==> config.mk <==
export PLATFORM = sky130hd
export DESIGN_NAME = rope_cordic_step
export DESIGN_NICKNAME = d
export VERILOG_FILES = /design/src/design/rope_pkg.sv /design/src/design/rope_cordic_step.sv
export SDC_FILE = /design/constraint.sdc
export NUM_CORES = 1
export LEC_CHECK = 0
export BUFFER_PORTS_ARGS = -buffer_cell sky130_fd_sc_hd__buf_2
export CAP_MARGIN = 15
export CORE_ASPECT_RATIO = 0.5
export CORE_MARGIN = 1.5
export CORE_UTILIZATION = 56
export CTS_CLUSTER_DIAMETER = 150
export CTS_CLUSTER_SIZE = 28
export DETAILED_ROUTE_END_ITERATION = 12
export GPL_TIMING_DRIVEN = 0
export PLACE_DENSITY = 0.83
export SLEW_MARGIN = 20
export SYNTH_ARGS = -nofsm -noshare
export SYNTH_HDL_FRONTEND = slang
export SYNTH_SLANG_ARGS = --single-unit
==> constraint.sdc <==
create_clock -name i_clk -period 3.3 [get_ports i_clk]
set_input_delay 0.165 -clock i_clk [delete_from_list [all_inputs] [get_ports i_clk]]
set_output_delay 0.165 -clock i_clk [all_outputs]
set_load 0.1 [all_outputs]
==> src/design/rope_pkg.sv <==
`default_nettype none

package rope_pkg;

    // Field widths
    localparam int SAMPLE_W    = 16;
    localparam int POS_W       = 16;
    localparam int PAIR_IDX_W  = 6;
    localparam int PAIR_COUNT  = 64;

    // Frequency table build constants
    localparam int HEAD_LEN    = 128;
    localparam int ROPE_BASE   = 10000;
    localparam int LOG_FRAC    = 40;
    localparam int FREQ_FRAC   = 44;
    localparam int PHASE_W     = 32;

    // CORDIC datapath
    localparam int CORDIC_STEPS = 28;
    localparam int GUARD_BITS   = 16;
    localparam int XW           = 36;   // x/y working width, holds gain growth
    localparam int ZW           = 34;   // residual angle width, 2^-32 turn units

    localparam logic signed [31:0] INV_GAIN_Q30   = 32'sd652032874;
    localparam logic [63:0]        INV_TWO_PI_Q64 = 64'h28BE60DB9391054A;
    localparam logic [63:0]        LN2_Q64        = 64'hB17217F7D1CF79AC;

    // Channel payloads
    typedef struct packed {
        logic signed [SAMPLE_W-1:0] first_value;
        logic signed [SAMPLE_W-1:0] second_value;
        logic [PAIR_IDX_W-1:0]      pair_index;
        logic [POS_W-1:0]           token_offset;
    } t_rope_in;

    typedef struct packed {
        logic signed [SAMPLE_W-1:0] rotated_first;
        logic signed [SAMPLE_W-1:0] rotated_second;
    } t_rope_out;

    // One rotation stage: valid travels with the vector and residual angle
    typedef struct packed {
        logic                 valid;
        logic signed [XW-1:0] x;
        logic signed [XW-1:0] y;
        logic signed [ZW-1:0] z;
    } t_rot;

    typedef logic [PAIR_COUNT-1:0][FREQ_FRAC-1:0] t_freq_tab;
    typedef logic [CORDIC_STEPS-1:0][PHASE_W-1:0] t_atan_tab;

    // (a*b) >> s over the full 128-bit product
    function automatic logic [63:0] mul_shift(input logic [63:0] a, input logic [63:0] b,
                                              input int unsigned s);
        logic [127:0] p;
        p = {64'd0, a} * {64'd0, b};
        p = p >> s;
        return p[63:0];
    endfunction

    // Restoring unsigned divide, elaboration only
    function automatic logic [63:0] div_u64(input logic [63:0] num, input logic [63:0] den);
        logic [63:0] q;
        logic [64:0] rem;
        int          i;
        q   = '0;
        rem = '0;
        for (i = 63; i >= 0; i--) begin
            rem = {rem[63:0], num[i]};
            if (rem >= {1'b0, den}) begin
                rem  = rem - {1'b0, den};
                q[i] = 1'b1;
            end
        end
        return q;
    endfunction

    // log2(ROPE_BASE) in Q.40 by repeated squaring
    function automatic logic [63:0] log2_base();
        logic [63:0] b;
        logic [63:0] m;
        logic [63:0] frac;
        int          n;
        int          k;
        b = 64'(ROPE_BASE);
        n = 0;
        frac = '0;
        while ((b >> (n + 1)) != 64'd0) n++;
        m = b << (61 - n);
        for (k = 1; k <= LOG_FRAC; k++) begin
            m = mul_shift(m, m, 61);
            if (m >= 64'h4000_0000_0000_0000) begin
                m = m >> 1;
                frac[LOG_FRAC-k] = 1'b1;
            end
        end
        return (64'(n) << LOG_FRAC) | frac;
    endfunction

    // Inverse frequency of pair i, in turns, Q0.44
    function automatic logic [FREQ_FRAC-1:0] freq_of(input logic [63:0] lg, input int i);
        logic [63:0] x;
        logic [63:0] q;
        logic [63:0] e;
        logic [63:0] y;
        logic [63:0] sum;
        logic [63:0] term;
        logic [63:0] v;
        logic [63:0] s;
        logic [63:0] res;
        logic        done;
        int          k;
        x    = (lg * 64'(2 * i)) / 64'(HEAD_LEN);
        q    = x >> LOG_FRAC;
        e    = (64'd1 << LOG_FRAC) - (x & ((64'd1 << LOG_FRAC) - 64'd1));
        y    = mul_shift(e, LN2_Q64, LOG_FRAC + 2);
        sum  = 64'd1 << 62;
        term = 64'd1 << 62;
        done = 1'b0;
        for (k = 1; k <= 40; k++) begin
            if (!done) begin
                term = div_u64(mul_shift(term, y, 62), 64'(k));
                if (term == 64'd0) done = 1'b1;
                else sum = sum + term;
            end
        end
        v = mul_shift(sum, INV_TWO_PI_Q64, 64);
        s = 64'(62 - FREQ_FRAC) + q + 64'd1;
        if (s >= 64'd62) res = '0;
        else res = (v + (64'd1 << (s - 64'd1))) >> s;
        return res[FREQ_FRAC-1:0];
    endfunction

    // arctan(2^-k) in 2^-32 turn units
    function automatic logic [PHASE_W-1:0] atan_of(input int k);
        logic [63:0] rad;
        logic [63:0] t;
        logic [63:0] e;
        logic [63:0] v;
        logic [63:0] res;
        logic        done;
        int          n;
        rad  = '0;
        done = 1'b0;
        if (k == 0) begin
            res = 64'd1 << 29;
        end else begin
            for (n = 0; n < 64; n++) begin
                e = 64'(k) * 64'(2 * n + 1);
                if (e > 64'd62) done = 1'b1;
                if (!done) begin
                    t = div_u64(64'd1 << (64'd62 - e), 64'(2 * n + 1));
                    if (n % 2 == 1) rad = rad - t;
                    else rad = rad + t;
                end
            end
            v   = mul_shift(rad, INV_TWO_PI_Q64, 64);
            res = (v + (64'd1 << 29)) >> 30;
        end
        return res[PHASE_W-1:0];
    endfunction

    function automatic t_freq_tab build_freq_tab();
        t_freq_tab   tab;
        logic [63:0] lg;
        int          i;
        lg = log2_base();
        for (i = 0; i < PAIR_COUNT; i++) tab[i] = freq_of(lg, i);
        return tab;
    endfunction

    function automatic t_atan_tab build_atan_tab();
        t_atan_tab tab;
        int        i;
        for (i = 0; i < CORDIC_STEPS; i++) tab[i] = atan_of(i);
        return tab;
    endfunction

    localparam t_freq_tab FREQ_TAB = build_freq_tab();
    localparam t_atan_tab ATAN_TAB = build_atan_tab();

endpackage

`default_nettype wire

==> src/design/rope_cordic_step.sv <==
`default_nettype none

module rope_cordic_step import rope_pkg::*; #(
    parameter int STEP = 0
) (
    input  wire logic i_clk,
    input  wire logic i_rst_n,
    input  wire logic i_en,
    input  wire t_rot i_stage,
    output t_rot      o_stage
);

    localparam logic signed [ZW-1:0] ATAN = ZW'(ATAN_TAB[STEP]);

    // One micro-rotation toward zero residual angle
    logic signed [XW-1:0] w_dx;
    logic signed [XW-1:0] w_dy;
    logic signed [XW-1:0] w_x;
    logic signed [XW-1:0] w_y;
    logic signed [ZW-1:0] w_z;

    assign w_dx = i_stage.y >>> STEP;
    assign w_dy = i_stage.x >>> STEP;

    always_comb begin
        if (!i_stage.z[ZW-1]) begin
            w_x = i_stage.x - w_dx;
            w_y = i_stage.y + w_dy;
            w_z = i_stage.z - ATAN;
        end else begin
            w_x = i_stage.x + w_dx;
            w_y = i_stage.y - w_dy;
            w_z = i_stage.z + ATAN;
        end
    end

    logic                 r_valid;
    logic signed [XW-1:0] r_x;
    logic signed [XW-1:0] r_y;
    logic signed [ZW-1:0] r_z;

    always_ff @(posedge i_clk) begin
        if (!i_rst_n) begin
            r_valid <= 1'b0;
        end else if (i_en) begin
            r_valid <= i_stage.valid;
        end
    end

    always_ff @(posedge i_clk) begin
        if (i_en) begin
            r_x <= w_x;
            r_y <= w_y;
            r_z <= w_z;
        end
    end

    assign o_stage = '{valid: r_valid, x: r_x, y: r_y, z: r_z};

endmodule

`default_nettype wire

==> flow_metrics.py <==
metrics = {
    "outcome": {
        "status": "finished clean",
    },
    "timing": {
        "tns_ns": 0,
        "hold_viol_final": 0,
        "report.final.slew_viol_count": 0,
        "slew_headroom": 0.179,
        "max_slew.worst_pin.slew_ns": 1.23,
        "period_share": 0.973,
        "finClkSkew_ns": 0,
        "clock.fmax_ghz": 0.311,
        "post-route-min-period_ns": 3.21,
        "setup_viol": 0,
        "holdWs_ns": 0.0191,
    },
    "clock_tree": {
        "clk_pin_slew_ns": 0.09,
        "insertion_delay_ns": 0.35,
        "htreeDepth": 3,
        "root_buffer": "clkbuf_16",
        "cts_buffers": 9,
        "clk_path_buf_depth": 2,
        "cts.sinks": 106,
        "tritoncts": "done",
    },
    "finish": {
        "area_delta_synth_final_pct": 23.4,
        "multiInputGateArea_mm2": 0.00570,
        "final_cell_mix": "buf_2, a21oi_1, ha_1, inv_1, edfxtp_1",
        "layout-drive-gt1-share": 0.217,
        "nFillCells": 1285,
        "fin_cells": 1549,
        "ff_latch_area_mm2": 0.00317,
        "finish.utilization": 0.706,
        "fin_nets": 1541,
        "mostFrequentLayoutCell": "buf_2",
    },
    "placement": {
        "port-buffer-count": 216,
        "dp_hpwl_um": 25000,
        "dp_cells": 1497,
        "place.gp.congestion": 0.972,
    },
    "grt": {
        "grt.overflow.total": 0,
        "grt_max_degree": 67,
        "grt_antenna_before_repair": 1,
        "grt_pass1_vias": 9148,
        "grt_usage": 0.374,
        "grt_pass1_wl_um": 49700,
    },
    "synth": {
        "ys_types": 78,
        "synth-edff-count": 105,
        "ys_seq_area_frac": 0.338,
        "syn-num-nets": 1277,
        "syn_area_mm2": 0.00938,
        "async_reset_ff_frac": 0,
        "postSynthCellCount": 1053,
        "synth-seq-cells": 106,
        "synth.yosys.warnings": 0,
        "synth_ff_type": "edfxtp_1",
        "syn_area_per_cell_um2": 8.91,
    },
    "hold_path": {
        "hold_path_class": "in2reg",
    },
    "worst_setup_path": {
        "cp.required_ns": 3.39,
        "slowest_delay_ns": 0.56,
        "worstSetupPathType": "in2reg",
        "crit_top_cell": "buf_2",
        "arrival_ns": 3.30,
        "critPathCaptureType": "flop",
        "critPathLaunchType": "input port",
        "path_cells": "buf_2 -> inv_1 -> ha_1 -> buf_2 -> nor2b_1 -> o21ai_0 -> nand3_1 -> a21o_1 -> a21oi_1 -> o41ai_4 -> a2111oi_1 -> o32a_1 -> xnor2_1",
        "cpMaxStageDelayCell": "a2111oi_1",
        "cp_max_fo": 10,
    },
    "floorplanning": {
        "dieArea_mm2": 0.0176,
        "start_util": 0.572,
        "core_area_mm2": 0.0164,
        "rows": 33,
        "die_w_um": 186,
        "fp.dieH_um": 94.5,
        "ioPinCount": 217,
    },
    "routing": {
        "via_per_inst": 6.22,
        "drt-initial-drc-count": 1114,
        "drc": 0,
        "vias": 9632,
        "ant_nets": 0,
        "wl_per_cell_um": 21.7,
        "firstDrtPassIters": 7,
        "wl_um": 33600,
    },
    "power_and_ir_drop": {
        "ir_drop_mv": 0.373,
        "p_leak_nw": 5.26,
        "powerDensity_mw_per_mm2": 524,
    },
    "flow_run": {
        "drv_cap": 0,
    },
}
-- metrics by stage --
stage | setup slack (ns) | power, mW | area (µm²)
after floorplan | 0.320 | 4.14 | 9380
after global placement | -0.602 | 4.74 | 10700
after detailed placement | -0.695 | 4.78 | 10800
after CTS | 0.0323 | 5.97 | 11400
after global routing | -0.0546 | 6.27 | 11600
final | 0.0881 | 6.07 | 11600
-- repair_timing --
item                                    CTS  global route
endpoints found under the setup margin   16            19
hold buffers                             29             0
pin swaps                                 0             8
resized for setup                         8            29
hold endpoints to repair                 29             0
setup buffers                             0             7
-- synthesized netlist by cell type, drive strengths merged, types with 3 or more instances --
library cell  count  area share
a21oi           129       0.069
inv             111       0.044
ha              110        0.15
edfxtp          105        0.34
o21ai            87       0.047
nor2             67       0.027
nand2            61       0.024
xnor2            60       0.056
clkbuf           30       0.012
a21o             27       0.022
o21bai           22       0.018
nor3             21       0.011
buf              19       0.011
mux2i            17       0.018
nand4            14      0.0093
nand2b           12      0.0080
nand3            11      0.0059
xor2             11       0.010
nor2b            10      0.0067
a31oi             9      0.0060
o31ai             8      0.0069
a211oi            7      0.0056
and3              6      0.0040
nor4              6      0.0047
o221ai            6      0.0056
or3               6      0.0045
a21boi            5      0.0040
a2111oi           4      0.0057
fa                4      0.0085
o21a              4      0.0032
o311ai            4      0.0037
or2               4      0.0027
a211o             3      0.0028
a22oi             3      0.0024
a32oi             3      0.0028
o2111ai           3      0.0028
o22ai             3      0.0020
o31a              3      0.0028
o41ai             3      0.0028
-- state kept, by name (all words and copies together), names as in the netlist --
signal and flops:
r_y 35, r_valid 1, r_x 36, r_z 34
-- worst paths after layout --
check                             from                    to  slack [ns]  cells after the start
setup reg to reg  r_valid$_SDFFE_PN0P_  r_valid$_SDFFE_PN0P_        2.69                      2
setup / recovery           i_stage[36]     r_x[32]$_DFFE_PP_        0.09                     13
hold / removal                 i_rst_n  r_valid$_SDFFE_PN0P_        0.02                      2
hold reg to reg   r_valid$_SDFFE_PN0P_  r_valid$_SDFFE_PN0P_        0.53                      2
-- area by class of cell --
type | instances | area share
buffer | 49 | 0.0187
tap | 227 | 0.0245
antenna | 1 | 0.000216
clock inverter | 6 | 0.00670
timing repair buffer | 253 | 0.126
sequential | 106 | 0.274
inverter | 113 | 0.0371
multi-input combinational | 785 | 0.493
clock buffer | 9 | 0.0195
-- cell families (layout without fill, tap and decap cells) --
group / Yosys count / count (layout) / synth area share
mux: 17 / 17 / 0.0181
flops: 106 / 106 / 0.338
other cells: 0 / 1 / 0
xor+xnor: 71 / 71 / 0.0663
simple gates: 229 / 229 / 0.118
fa+ha+maj: 114 / 114 / 0.155
compound gates: 354 / 354 / 0.236
buf+inv: 162 / 430 / 0.0686
-- layer usage --
metal / global-route usage / share of wire / vias to the layer above
li1: - / - / 4293
met3: 0.0999 / 0.11 / 139
met4: 0.142 / 0.039 / 0
met1: 0.493 / 0.41 / 4519
met2: 0.590 / 0.44 / 681
met5: 0 / 0 / -
-- where the power goes --
group | internal, mW | switching [mW] | total [mW]
logic | 0.687 | 2.42 | 3.11
registers | 1.74 | 0.0569 | 1.79
clock network | 0.598 | 0.567 | 1.16
total | 3.02 | 3.05 | 6.07
-- critical path, delay by kind of cell --
family	cells	cell delay [ns]
AOI/OAI and AO/OA	6	1.95
buffers and inverters	3	0.37
adders and majority gates	1	0.33
xor gates and xnor gates	1	0.08
and+or+nand+nor	2	0.39
(Power assumes the default switching activity.)
