$ cat config.mk
export PLATFORM = sky130hd
export DESIGN_NAME = rope_out
export DESIGN_NICKNAME = d
export VERILOG_FILES = /design/src/design/rope_pkg.sv /design/src/design/rope_out.sv
export SDC_FILE = /design/constraint.sdc
export NUM_CORES = 1
export LEC_CHECK = 0
export BUFFER_PORTS_ARGS = -buffer_cell sky130_fd_sc_hd__buf_2
export CAP_MARGIN = 20
export CORE_MARGIN = 2
export CORE_UTILIZATION = 30
export DETAILED_ROUTE_END_ITERATION = 6
export GPL_TIMING_DRIVEN = 0
export SLEW_MARGIN = 0
export SYNTH_ARGS = -nofsm -noshare
export SYNTH_HDL_FRONTEND = slang
export SYNTH_SLANG_ARGS = --single-unit
$ cat constraint.sdc
create_clock -name i_clk -period 6.65 [get_ports i_clk]
set_input_delay 1.33 -clock i_clk [delete_from_list [all_inputs] [get_ports i_clk]]
set_output_delay 1.33 -clock i_clk [all_outputs]
set_load 0.005 [all_outputs]
$ cat src/design/rope_pkg.sv
`default_nettype none

package rope_pkg;

    // Field widths
    localparam int SAMPLE_W    = 16;
    localparam int POS_W       = 16;
    localparam int PAIR_IDX_W  = 6;
    localparam int PAIR_COUNT  = 64;

    // Frequency table build constants
    localparam int HEAD_LEN    = 128;
    localparam int ROPE_BASE   = 10000;
    localparam int LOG_FRAC    = 40;
    localparam int FREQ_FRAC   = 44;
    localparam int PHASE_W     = 32;

    // CORDIC datapath
    localparam int CORDIC_STEPS = 28;
    localparam int GUARD_BITS   = 16;
    localparam int XW           = 36;   // x/y working width, holds gain growth
    localparam int ZW           = 34;   // residual angle width, 2^-32 turn units

    localparam logic signed [31:0] INV_GAIN_Q30   = 32'sd652032874;
    localparam logic [63:0]        INV_TWO_PI_Q64 = 64'h28BE60DB9391054A;
    localparam logic [63:0]        LN2_Q64        = 64'hB17217F7D1CF79AC;

    // Channel payloads
    typedef struct packed {
        logic signed [SAMPLE_W-1:0] first_value;
        logic signed [SAMPLE_W-1:0] second_value;
        logic [PAIR_IDX_W-1:0]      pair_index;
        logic [POS_W-1:0]           token_offset;
    } t_rope_in;

    typedef struct packed {
        logic signed [SAMPLE_W-1:0] rotated_first;
        logic signed [SAMPLE_W-1:0] rotated_second;
    } t_rope_out;

    // One rotation stage: valid travels with the vector and residual angle
    typedef struct packed {
        logic                 valid;
        logic signed [XW-1:0] x;
        logic signed [XW-1:0] y;
        logic signed [ZW-1:0] z;
    } t_rot;

    typedef logic [PAIR_COUNT-1:0][FREQ_FRAC-1:0] t_freq_tab;
    typedef logic [CORDIC_STEPS-1:0][PHASE_W-1:0] t_atan_tab;

    // (a*b) >> s over the full 128-bit product
    function automatic logic [63:0] mul_shift(input logic [63:0] a, input logic [63:0] b,
                                              input int unsigned s);
        logic [127:0] p;
        p = {64'd0, a} * {64'd0, b};
        p = p >> s;
        return p[63:0];
    endfunction

    // Restoring unsigned divide, elaboration only
    function automatic logic [63:0] div_u64(input logic [63:0] num, input logic [63:0] den);
        logic [63:0] q;
        logic [64:0] rem;
        int          i;
        q   = '0;
        rem = '0;
        for (i = 63; i >= 0; i--) begin
            rem = {rem[63:0], num[i]};
            if (rem >= {1'b0, den}) begin
                rem  = rem - {1'b0, den};
                q[i] = 1'b1;
            end
        end
        return q;
    endfunction

    // log2(ROPE_BASE) in Q.40 by repeated squaring
    function automatic logic [63:0] log2_base();
        logic [63:0] b;
        logic [63:0] m;
        logic [63:0] frac;
        int          n;
        int          k;
        b = 64'(ROPE_BASE);
        n = 0;
        frac = '0;
        while ((b >> (n + 1)) != 64'd0) n++;
        m = b << (61 - n);
        for (k = 1; k <= LOG_FRAC; k++) begin
            m = mul_shift(m, m, 61);
            if (m >= 64'h4000_0000_0000_0000) begin
                m = m >> 1;
                frac[LOG_FRAC-k] = 1'b1;
            end
        end
        return (64'(n) << LOG_FRAC) | frac;
    endfunction

    // Inverse frequency of pair i, in turns, Q0.44
    function automatic logic [FREQ_FRAC-1:0] freq_of(input logic [63:0] lg, input int i);
        logic [63:0] x;
        logic [63:0] q;
        logic [63:0] e;
        logic [63:0] y;
        logic [63:0] sum;
        logic [63:0] term;
        logic [63:0] v;
        logic [63:0] s;
        logic [63:0] res;
        logic        done;
        int          k;
        x    = (lg * 64'(2 * i)) / 64'(HEAD_LEN);
        q    = x >> LOG_FRAC;
        e    = (64'd1 << LOG_FRAC) - (x & ((64'd1 << LOG_FRAC) - 64'd1));
        y    = mul_shift(e, LN2_Q64, LOG_FRAC + 2);
        sum  = 64'd1 << 62;
        term = 64'd1 << 62;
        done = 1'b0;
        for (k = 1; k <= 40; k++) begin
            if (!done) begin
                term = div_u64(mul_shift(term, y, 62), 64'(k));
                if (term == 64'd0) done = 1'b1;
                else sum = sum + term;
            end
        end
        v = mul_shift(sum, INV_TWO_PI_Q64, 64);
        s = 64'(62 - FREQ_FRAC) + q + 64'd1;
        if (s >= 64'd62) res = '0;
        else res = (v + (64'd1 << (s - 64'd1))) >> s;
        return res[FREQ_FRAC-1:0];
    endfunction

    // arctan(2^-k) in 2^-32 turn units
    function automatic logic [PHASE_W-1:0] atan_of(input int k);
        logic [63:0] rad;
        logic [63:0] t;
        logic [63:0] e;
        logic [63:0] v;
        logic [63:0] res;
        logic        done;
        int          n;
        rad  = '0;
        done = 1'b0;
        if (k == 0) begin
            res = 64'd1 << 29;
        end else begin
            for (n = 0; n < 64; n++) begin
                e = 64'(k) * 64'(2 * n + 1);
                if (e > 64'd62) done = 1'b1;
                if (!done) begin
                    t = div_u64(64'd1 << (64'd62 - e), 64'(2 * n + 1));
                    if (n % 2 == 1) rad = rad - t;
                    else rad = rad + t;
                end
            end
            v   = mul_shift(rad, INV_TWO_PI_Q64, 64);
            res = (v + (64'd1 << 29)) >> 30;
        end
        return res[PHASE_W-1:0];
    endfunction

    function automatic t_freq_tab build_freq_tab();
        t_freq_tab   tab;
        logic [63:0] lg;
        int          i;
        lg = log2_base();
        for (i = 0; i < PAIR_COUNT; i++) tab[i] = freq_of(lg, i);
        return tab;
    endfunction

    function automatic t_atan_tab build_atan_tab();
        t_atan_tab tab;
        int        i;
        for (i = 0; i < CORDIC_STEPS; i++) tab[i] = atan_of(i);
        return tab;
    endfunction

    localparam t_freq_tab FREQ_TAB = build_freq_tab();
    localparam t_atan_tab ATAN_TAB = build_atan_tab();

endpackage

`default_nettype wire

$ cat src/design/rope_out.sv
`default_nettype none

module rope_out import rope_pkg::*; (
    input  wire logic i_clk,
    input  wire logic i_rst_n,
    input  wire t_rot i_stage,
    output logic      o_en,
    output logic      o_valid,
    input  wire logic i_ready,
    output t_rope_out o_data
);

    // Round half up, drop guard bits, saturate
    function automatic logic signed [SAMPLE_W-1:0] finish(input logic signed [XW-1:0] v);
        logic signed [XW:0]          sum;
        logic signed [XW-GUARD_BITS:0] sh;
        logic [SAMPLE_W-1:0]         res;
        sum = (XW+1)'(v) + (XW+1)'(1 << (GUARD_BITS - 1));
        sh  = sum[XW:GUARD_BITS];
        if (sh[XW-GUARD_BITS:SAMPLE_W-1] == '0 || sh[XW-GUARD_BITS:SAMPLE_W-1] == '1) begin
            res = sh[SAMPLE_W-1:0];
        end else if (sh[XW-GUARD_BITS]) begin
            res = {1'b1, {(SAMPLE_W-1){1'b0}}};
        end else begin
            res = {1'b0, {(SAMPLE_W-1){1'b1}}};
        end
        return $signed(res);
    endfunction

    t_rope_out w_result;
    logic      w_push;

    assign w_result.rotated_first  = finish(i_stage.x);
    assign w_result.rotated_second = finish(i_stage.y);

    // Pipeline advances while the skid slot is free
    logic      r_out_valid;
    logic      r_skid_valid;
    t_rope_out r_out_data;
    t_rope_out r_skid_data;

    assign o_en   = !r_skid_valid;
    assign w_push = i_stage.valid && o_en;

    always_ff @(posedge i_clk) begin
        if (!i_rst_n) begin
            r_out_valid  <= 1'b0;
            r_skid_valid <= 1'b0;
        end else if (!r_out_valid || i_ready) begin
            if (r_skid_valid) begin
                r_out_valid  <= 1'b1;
                r_skid_valid <= 1'b0;
            end else begin
                r_out_valid <= w_push;
            end
        end else if (w_push) begin
            r_skid_valid <= 1'b1;
        end
    end

    always_ff @(posedge i_clk) begin
        if (!r_out_valid || i_ready) begin
            r_out_data <= r_skid_valid ? r_skid_data : w_result;
        end else if (w_push) begin
            r_skid_data <= w_result;
        end
    end

    assign o_valid = r_out_valid;
    assign o_data  = r_out_data;

    // Skid slot only fills behind a held output
    a_skid_behind_out: assert property (@(posedge i_clk) disable iff (!i_rst_n)
        r_skid_valid |-> r_out_valid)
        else $error("skid entry without output entry");

    // A result arriving at a stalled output must land in the skid slot
    a_skid_catch: assert property (@(posedge i_clk) disable iff (!i_rst_n)
        (r_out_valid && !i_ready && w_push) |=> r_skid_valid)
        else $error("result lost at stalled output");

    // A taken output refills from the skid slot
    a_skid_drain: assert property (@(posedge i_clk) disable iff (!i_rst_n)
        (r_skid_valid && i_ready) |=> (r_out_valid && !r_skid_valid))
        else $error("skid entry not moved to output");

endmodule

`default_nettype wire

==> flow_summary.ini <==
[final_layout]
diodes = 0
sequential_cell_area_um2 = 1962
final_cell_mix = 81 x buf_2, 64 x edfxtp_1, 41 x nor2_1
multi_input_area_um2 = 1495
layout_commonest_cell = buf_2
drive_above_1_share_pct = 25.74
syn_to_final_growth_pct = 27.50
nets = 546
nFillCells = 1134

[critical_path]
endpoint = o_data[6]
cp_num_buf_inv = 2
path_depth = 9
startpoint = i_stage[49]
reg2reg_depth = 7
critical_path_class = input pin to flop
worst_ep_required_time_ns = 6.69
r2r-start = r_skid_valid
critPathMaxStageDelay_ns = 0.73
crit_path_max_fanout = 10
crit_arrival_ns = 3.92
critPathMostFrequentCell = o21ai_0
worstPathCellList = buf_2 > ha_1 > nand4_1 > nor4_1 > nand4b_1 > nand3_1 > o21ai_0 > clkbuf_1 > o21ai_0
crit_path_start_kind = input pin
cp_slowest_cell = nor4_1
r2r-end = r_skid_data[17]
cpLargestDelayFamily = simple AND/OR/NAND/NOR gates
endpoint_kind = flop
rrSetupSlack_ns = 4.10

[clock_network]
cts_resized = 0
cts_max_path_buffers = 2
clock_sinks = 66
cts_hold_buf = 0
cts_tree = yes
htreeDepth = 3
cts_buffers = 9
insertion_delay_ns = 0.33
postCtsSetupBuffers = 0
root_buffer = clkbuf_16
clk_pin_slew_ns = 0.06

[timing]
finalMaxSlewViolations = 0
rsz0062_at_grt = false
period_needed_ns = 3.874
setup_ws_ns = 2.776
clock.fmax_mhz = 258.1
hold_violations = 0
finalClockSkew_ns = 0.007938
worst_pin_slew_ns = 0.8967
fin_crit_sh_pct = 58.25
slew_headroom_pct = 40.22
finalSetupViolations = 0

[floorplanning]
die_w_um = 113.1
dieArea_um2 = 12800
io-pin-count = 144
core_area_um2 = 11520
rows = 39
start_util_pct = 31.02
die_height_um = 113.1

[synth]
syn_inst = 341
yosys.area.top_type = edfxtp_1
synthesis.area_um2 = 3572
synthesis.nets = 453
yosysSeqAreaShare_pct = 54.92
synthTopCellsByArea = edfxtp_1 54%, nor2_1 4.3%, nand2_1 3.8%, o21ai_0 3.5%, xnor2_1 3.4%
synth_top_cell_area_share_pct = 53.80
async_reset_ff_share_pct = 0
synth.distinct_cells = 42
synth_seq_cells = 66
synth-edff-count = 64
syn_avg_cell_area_um2 = 10.48
synth-main-ff-cell = edfxtp_1
yosys_warnings = 0

[power]
total_power_mw = 1.193
ir_drop_mv = 0.1159
p_leak_nw = 1.704
power.density_nw_per_um2 = 262.0

[grt]
grt_max_degree = 36
grt.overflow.total = 0
first_global_vias = 2829
antenna_found_initial = 0
grt_pass1_wl_um = 13950
grtUsageTotal_pct = 13.69

[placement]
port-buffer-count = 79
dp_slack_ns = 2.434
dp_hpwl_um = 6439
gp_congestion = 0.7961

[route]
first_pass_iters = 7
drtAntennaViolNets = 0
routed_via_density = 5.040
post-route-drc-count = 6
detail_route.wirelength_um = 8580
vias = 2933
first_iter_violations = 136
post_drt_wl_per_cell_um = 14.74

[job]
cap_violations = 0

[worst_hold_path]
holdCritPathClass = flop to flop

[run_status]
failed_checks = DRC
run_status = finished, violations left
-- metal layers --
metal	wire, µm	up-vias	global-route usage [%]
li1	-	1459	-
met1	4065	1404	18.58
met2	3980	61	22.28
met3	435	9	2.625
met4	98	0	4.146
met5	0	-	0
-- cell type report --
class / instances / share of cell area [%]
timing repair buffer: 82 / 9.423
clock buffer: 9 / 4.945
sequential: 66 / 43.08
buffer: 16 / 1.786
inverter: 11 / 0.9066
tap: 143 / 3.929
multi-input combinational: 248 / 32.83
clock inverter: 7 / 3.104
-- state kept, by name (all words and copies together), names as in the netlist --
| name | cells |
|---|---|
| o_data | 32 |
| o_valid | 1 |
| r_skid_data | 32 |
| r_skid_valid | 1 |
-- per-stage QoR --
step / area, µm² / std cells / hold slack [ns] / util [%] / setup TNS (ns)
floorplan: 3572 / 341 / 0.4989 / - / 0
global placement: 4146 / 563 / 0.5139 / 36.01 / -4.422
detailed placement: 4188 / 566 / 0.5176 / 36.36 / 0
CTS: 4554 / 582 / 0.5319 / 39.55 / 0
global route: 4554 / 582 / 0.5513 / 39.55 / 0
finish: 4554 / 582 / 0.5283 / 39.55 / 0
-- where the power goes --
group / internal [mW] / total, mW / switching (mW) / leakage [nW]
registers: 0.485 / 0.491 / 0.00569 / 0.639
logic: 0.0514 / 0.119 / 0.0677 / 0.889
clock network: 0.404 / 0.583 / 0.179 / 0.176
total: 0.940 / 1.19 / 0.253 / 1.70
-- cells by family after synthesis --
family | after synthesis | share of synthesized area, %
AOI/OAI and AO/OA | 70 | 13.94
muxes | 2 | 0.5604
adders and majority gates | 2 | 0.7004
buffers and inverters | 27 | 3.433
and+or+nand+nor | 150 | 20.56
DFF | 66 | 54.92
xor gates and xnor gates | 24 | 5.884
-- worst register-to-register path: cells and delay by family (launching register included) --
family,cells,cell delay (ns)
buf+inv,6,1.38
simple gates,1,0.58
flops,1,0.30
-- how the worst min path moves through the flow --
| stage | cells past startpoint | to | slack [ns] | start |
|---|---|---|---|---|
| final | 2 | o_data[15] | 0.53 | r_skid_data[15] |
| after global routing | 2 | o_data[15] | 0.55 | r_skid_data[15] |
| after CTS | 2 | o_data[15] | 0.53 | r_skid_data[15] |
| after detailed placement | 2 | o_data[15] | 0.52 | r_skid_data[15] |
| after global placement | 2 | o_data[15] | 0.51 | r_skid_data[15] |
| after floorplan | 1 | o_data[31] | 0.50 | r_skid_data[31] |
-- cells in the mapped netlist (3+ instances only) --
master,count
inv_1,10
edfxtp_1,64
o21ai_0,25
nand4_1,11
xor2_1,10
nor2_1,41
nand2_1,36
a21oi_1,10
o311a_1,11
o221a_2,4
nor3b_1,3
a21o_1,3
nand2b_1,13
or3_1,6
nor4_1,4
a2bb2oi_1,9
nand3_1,13
nor3_1,9
clkbuf_1,11
xnor2_1,14
and2_1,5
No activity file was read; power rests on OpenSTA's default activity.
